### src/design/sppg_pkg.sv
// sppg_pkg: shared types, codes, constants and the sine ROM function for the
// sine pattern pixel generator. No dependencies.
`timescale 1ns / 1ps
`default_nettype none

package sppg_pkg;

	localparam int MAX_DIM_DEFAULT = 1024;

	localparam int PIX_W     = 10;
	localparam int FRAME_W   = 16;
	localparam int OFS_W     = 8;
	localparam int PAL_IDX_W = 8;
	localparam int COLOR_W   = 16;
	localparam int DIM_W     = 11;
	localparam int MODE_W    = 2;
	localparam int CFG_IDX_W = 2;
	localparam int PAL_DEPTH = 256;
	// squared distance is only needed up to the bits that reach (d2 >> 7)[7:0]
	localparam int D2_W      = 15;

	localparam logic [DIM_W-1:0] FRAME_WIDTH_RST  = 11'd172;
	localparam logic [DIM_W-1:0] FRAME_HEIGHT_RST = 11'd320;

	// operation codes
	localparam logic OP_PIXEL         = 1'b0;
	localparam logic OP_PALETTE_WRITE = 1'b1;

	// configuration register indexes
	localparam logic [CFG_IDX_W-1:0] CFG_FRAME_WIDTH  = 2'd0;
	localparam logic [CFG_IDX_W-1:0] CFG_FRAME_HEIGHT = 2'd1;
	localparam logic [CFG_IDX_W-1:0] CFG_PATTERN_MODE = 2'd2;

	typedef enum logic [MODE_W-1:0] {
		MODE_PLASMA = 2'd0,
		MODE_RINGS  = 2'd1,
		MODE_WEAVE  = 2'd2
	} mode_t;

	typedef struct packed {
		logic [DIM_W-1:0]  frame_width;
		logic [DIM_W-1:0]  frame_height;
		logic [MODE_W-1:0] pattern_mode;
	} sppg_cfg_t;

	// floor(sin(2*pi*k/256)*127 + 128), k = 0..64
	localparam logic [7:0] QUARTER_WAVE [65] = '{
		8'd128, 8'd131, 8'd134, 8'd137, 8'd140, 8'd143, 8'd146, 8'd149, 8'd152, 8'd155,
		8'd158, 8'd161, 8'd164, 8'd167, 8'd170, 8'd173, 8'd176, 8'd179, 8'd182, 8'd185,
		8'd187, 8'd190, 8'd193, 8'd195, 8'd198, 8'd201, 8'd203, 8'd206, 8'd208, 8'd210,
		8'd213, 8'd215, 8'd217, 8'd219, 8'd222, 8'd224, 8'd226, 8'd228, 8'd230, 8'd231,
		8'd233, 8'd235, 8'd236, 8'd238, 8'd240, 8'd241, 8'd242, 8'd244, 8'd245, 8'd246,
		8'd247, 8'd248, 8'd249, 8'd250, 8'd251, 8'd251, 8'd252, 8'd253, 8'd253, 8'd254,
		8'd254, 8'd254, 8'd254, 8'd254, 8'd255
	};

	function automatic logic [7:0] sine_lut(input logic [7:0] q);
		logic [7:0] mirror;
		logic [7:0] res;
		mirror = 8'd0;
		if (q <= 8'd64) begin
			res = QUARTER_WAVE[q[6:0]];
		end else if (q < 8'd128) begin
			mirror = 8'd128 - q;
			res = QUARTER_WAVE[mirror[6:0]];
		end else if (q == 8'd128) begin
			res = 8'd128;
		end else if (q < 8'd192) begin
			mirror = q - 8'd128;
			res = 8'd255 - QUARTER_WAVE[mirror[6:0]];
		end else if (q == 8'd192) begin
			res = 8'd1;
		end else begin
			mirror = 8'd0 - q;
			res = 8'd255 - QUARTER_WAVE[mirror[6:0]];
		end
		return res;
	endfunction

endpackage

`default_nettype wire

### src/design/sppg_index.sv
// sppg_index: palette index for one pixel in plasma, rings or weave mode.
// Depends on sppg_pkg (sine ROM, mode codes, config struct).
`timescale 1ns / 1ps
`default_nettype none

module sppg_index #(
	parameter int MAX_DIM = sppg_pkg::MAX_DIM_DEFAULT
) (
	input  wire sppg_pkg::sppg_cfg_t                  cfg,
	input  wire logic [sppg_pkg::PIX_W-1:0]           pixel_x,
	input  wire logic [sppg_pkg::PIX_W-1:0]           pixel_y,
	input  wire logic [sppg_pkg::FRAME_W-1:0]         frame_count,
	input  wire logic signed [sppg_pkg::OFS_W-1:0]    offset_x,
	input  wire logic signed [sppg_pkg::OFS_W-1:0]    offset_y,
	output      logic [sppg_pkg::PAL_IDX_W-1:0]       palette_addr
);

	import sppg_pkg::*;

	localparam int MAXD_W = $clog2(MAX_DIM + 1);
	localparam int CMP_W  = (MAXD_W > DIM_W) ? MAXD_W : DIM_W;

	logic [7:0]       t;
	logic [6:0]       t_half;
	logic [8:0]       xx, yy, sum_xy, dif_xy;
	logic [7:0]       s_x, s_y, s_sum_p, s_dif, s_sum_w, s_ring;
	logic [9:0]       plasma_v;
	logic [15:0]      weave_ab;
	logic [8:0]       weave_v;
	logic [DIM_W-1:0] width_c, height_c;
	logic [D2_W-1:0]  cx, cy, dx, dy, sq_x, sq_y, d2;

	always_comb begin
		t      = frame_count[8:1];
		t_half = frame_count[8:2];

		// only bits [8:0] of the wrapped coordinates reach the indexes
		xx     = 9'(pixel_x) + {offset_x[OFS_W-1], offset_x};
		yy     = 9'(pixel_y) + {offset_y[OFS_W-1], offset_y};
		sum_xy = xx + yy;
		dif_xy = xx - yy;

		s_x     = sine_lut(xx[7:0] + t);
		s_y     = sine_lut(yy[7:0] + 8'(t_half));
		s_sum_p = sine_lut(sum_xy[8:1] + t);
		s_dif   = sine_lut(dif_xy[8:1] - t);
		s_sum_w = sine_lut(sum_xy[8:1] - t);

		plasma_v = 10'(s_x) + 10'(s_y) + 10'(s_sum_p) + 10'(s_dif);

		weave_ab = 16'(s_x) * 16'(s_y);
		weave_v  = 9'(weave_ab[15:8]) + 9'(s_sum_w);

		// ring centre from clamped dimensions; squares kept mod 2^D2_W
		width_c  = (CMP_W'(cfg.frame_width) > CMP_W'(MAX_DIM)) ?
			DIM_W'(MAX_DIM) : cfg.frame_width;
		height_c = (CMP_W'(cfg.frame_height) > CMP_W'(MAX_DIM)) ?
			DIM_W'(MAX_DIM) : cfg.frame_height;
		cx   = D2_W'(width_c[DIM_W-1:1]) + {{(D2_W-OFS_W){offset_x[OFS_W-1]}}, offset_x};
		cy   = D2_W'(height_c[DIM_W-1:1]) + {{(D2_W-OFS_W){offset_y[OFS_W-1]}}, offset_y};
		dx   = D2_W'(pixel_x) - cx;
		dy   = D2_W'(pixel_y) - cy;
		sq_x = dx * dx;
		sq_y = dy * dy;
		d2   = sq_x + sq_y;
		s_ring = sine_lut(d2[14:7] - t);

		case (cfg.pattern_mode)
			MODE_RINGS: palette_addr = s_ring + frame_count[10:3];
			MODE_WEAVE: palette_addr = weave_v[8:1] + frame_count[9:2];
			default:    palette_addr = plasma_v[9:2] + frame_count[9:2];
		endcase
	end

endmodule

`default_nettype wire

### config.mk
export PLATFORM = sky130hd
export DESIGN_NAME = sppg_index
export DESIGN_NICKNAME = d
export VERILOG_FILES = /design/src/design/sppg_pkg.sv /design/src/design/sppg_index.sv
export SDC_FILE = /design/constraint.sdc
export NUM_CORES = 1
export LEC_CHECK = 0
export ABC_AREA = 1
export BUFFER_PORTS_ARGS = -buffer_cell sky130_fd_sc_hd__buf_2
export CAP_MARGIN = 40
export CORE_MARGIN = 3
export CORE_UTILIZATION = 67
export DETAILED_ROUTE_END_ITERATION = 8
export PLACE_DENSITY = 0.85
export SETUP_SLACK_MARGIN = 0.15
export SYNTH_ARGS = -nofsm -noshare
export SYNTH_HDL_FRONTEND = slang
export SYNTH_SLANG_ARGS = --single-unit
### constraint.sdc
create_clock -name vclk -period 77.1
set_input_delay 23.13 -clock vclk [all_inputs]
set_output_delay 23.13 -clock vclk [all_outputs]
set_load 0.05 [all_outputs]
==> key figures <==
Global route
  • GRT Total Usage: 36.2%
  • Global-route wire length before repair: 102000 um
  • Number of global-route vias before repair: 21600
  • Initial antenna violation count: 5
  • Largest net degree at the start of global routing: 22
  • Congestion Overflow GR: 0

Cells and area
  • Clock buffer cells: 0
  • Fin cells: 3750
  • Syn-to-layout area delta: 3.07%
  • Commonest cells after routing, fill and taps aside: 652 x nand2_1, 615 x inv_1, 395 x nor2_1, 288 x ha_1, 250 x o21ai_0
  • Seq cells: 0
  • Commonest non-fill, non-tap cell in the layout: nand2_1
  • Reg area: 0 um2
  • Layout cells sized above 1: 6.50%
  • Nets: 3939
  • Final instance area: 22000 um2

Place
  • Routability Congestion: between 0.9 and 1
  • Placed Area: 22000 um2
  • DP HPWL: around 53000 um
  • I/O Buffers: just under 80
  • Cell Count Post-Placement: 3748

STA
  • Measured slew at the worst slew-check pin: roughly 990 ps
  • Final Hold Viols: 0
  • Period utilization: about 78%
  • Crit path time final: 59810 ps
  • Peak Freq: between 15 and 20 MHz
  • Rel. slew slack: 34.1%
  • RSZ-0062 raised after global routing: no
  • Setup TNS Final: 0 ps
  • Final Setup Violations: 0
  • Hold WS: between 40000 and 50000 ps
  • Slew Viols, Final: 0

Route
  • Routed length per instance: 16.6 um
  • Via Count: 22400
  • Number of DRC markers in iteration 0: 2179
  • Drt total wl: 62300 um
  • Remaining antenna violation count: 0
  • TritonRoute pass-1 iters: 6
  • DRC: 0
  • Via density: 5.97

Logic synthesis
  • Yosys warnings: 0
  • Seq/Total Area, Yosys: 0%
  • Gate Count Post-Synth: 3328
  • Number of library cell types mapped by synthesis: between 70 and 80
  • Avg Cell Area, Syn: 6.41 um2
  • Post-Syn Area: 21300 um2
  • Syn nets: 3913

Floorplanning
  • Initial Util: 68.9%
  • Die W: 184 um
  • Ports: 84
  • Die Y: 184 um
  • CORE AREA: ~31000 um2
  • Rows: 64
  • Die area: 34000 um2

Hold path
  • Hold_sp: cfg[0]
  • WHS Path Cells: 5
  • HP Class: in -> out
  • Hold endpoint: palette_addr[6]

Status
  • Outcome: complete, no violations

Critical path
  • Critical path capture point type: output port
  • Critical Path AT: roughly 37000 ps
  • CP peak stage delay: 620 ps
  • Crit Path Max Fanout: 16
  • Most frequent CP cell: inv_1
  • Req. time, crit path: ~54000 ps
  • CP max-delay cell: a311oi_1
  • Worst setup path class: in -> out
  • Critical Path Start Type: input port

Clock network
  • Hold_buf cts: 0
  • Setup bufs post-CTS: 0
  • # resized after CTS: 0

Job
  • Max-capacitance violation count: 0
[synthesized netlist by cell type (32+ instances only)]
master,count,area share (%)
a21oi_1,172,4.0
clkbuf_1,36,0.63
fa_1,221,21
ha_1,288,17
inv_1,615,11
nand2_1,652,11
nand3_1,169,4.0
nor2_1,395,6.9
o211ai_1,32,1.1
o21ai_0,250,5.9
xnor2_1,36,1.5
xor2_1,61,2.5
[critical path, delay by kind of cell]
family                     cells  cell delay (ps)
buffers and inverters         13             1510
AOI/OAI and AO/OA             10             2430
adders and majority gates     12             5060
and+or+nand+nor               27             3900
xor gates and xnor gates       2              670
[metal layers]
metal | routed length, um | part of all wire, % | GRT usage [%] | vias to the layer above
li1 | - | - | - | 10700
met1 | 25900 | 42 | 47.8 | 10500
met2 | 29500 | 47 | 62.7 | 1013
met3 | 4910 | 7.9 | 4.03 | 173
met4 | 2000 | 3.2 | 10.6 | 6
met5 | 41 | 0.066 | 0 | -
[metrics by stage]
stage                     setup slack [ps]  util [%]
final                                17290      71.0
after global routing                 16230      71.0
after CTS                            17530      71.0
after detailed placement             17570      71.0
after global placement               17840      70.9
after floorplan                      19370         -
[cells by family (layout without fill, tap and decap cells)]
| kind of cell | after synthesis | in the layout | synth area share [%] |
|---|---|---|---|
| AOI/OAI and AO/OA | 634 | 634 | 17.6 |
| xor gates and xnor gates | 111 | 111 | 5.15 |
| adders and majority gates | 509 | 509 | 37.6 |
| buffers and inverters | 719 | 743 | 13.0 |
| muxes | 2 | 2 | 0.0938 |
| other | 0 | 2 | 0 |
| and+or+nand+nor | 1353 | 1353 | 26.6 |
[final cells by class]
type                            count  area (um2)
Multi-Input combinational cell   2609       18600
Fill cell                        2671        8990
Inverter                          656        2470
Tap cell                          396         495
Timing Repair Buffer               87         458
Antenna cell                        2        5.00
[worst max path at each step]
stage	slack, ps	start	end
6_report	17290	cfg[8]	palette_addr[7]
5_1_grt	16230	cfg[8]	palette_addr[7]
4_1_cts	17530	cfg[8]	palette_addr[7]
3_5_place_dp	17570	cfg[8]	palette_addr[7]
3_3_place_gp	17840	cfg[8]	palette_addr[7]
2_1_floorplan	19370	cfg[8]	palette_addr[7]
Power is not shown: default switching activity piles up to over one toggle a cycle in this logic, so the estimate is an artifact.
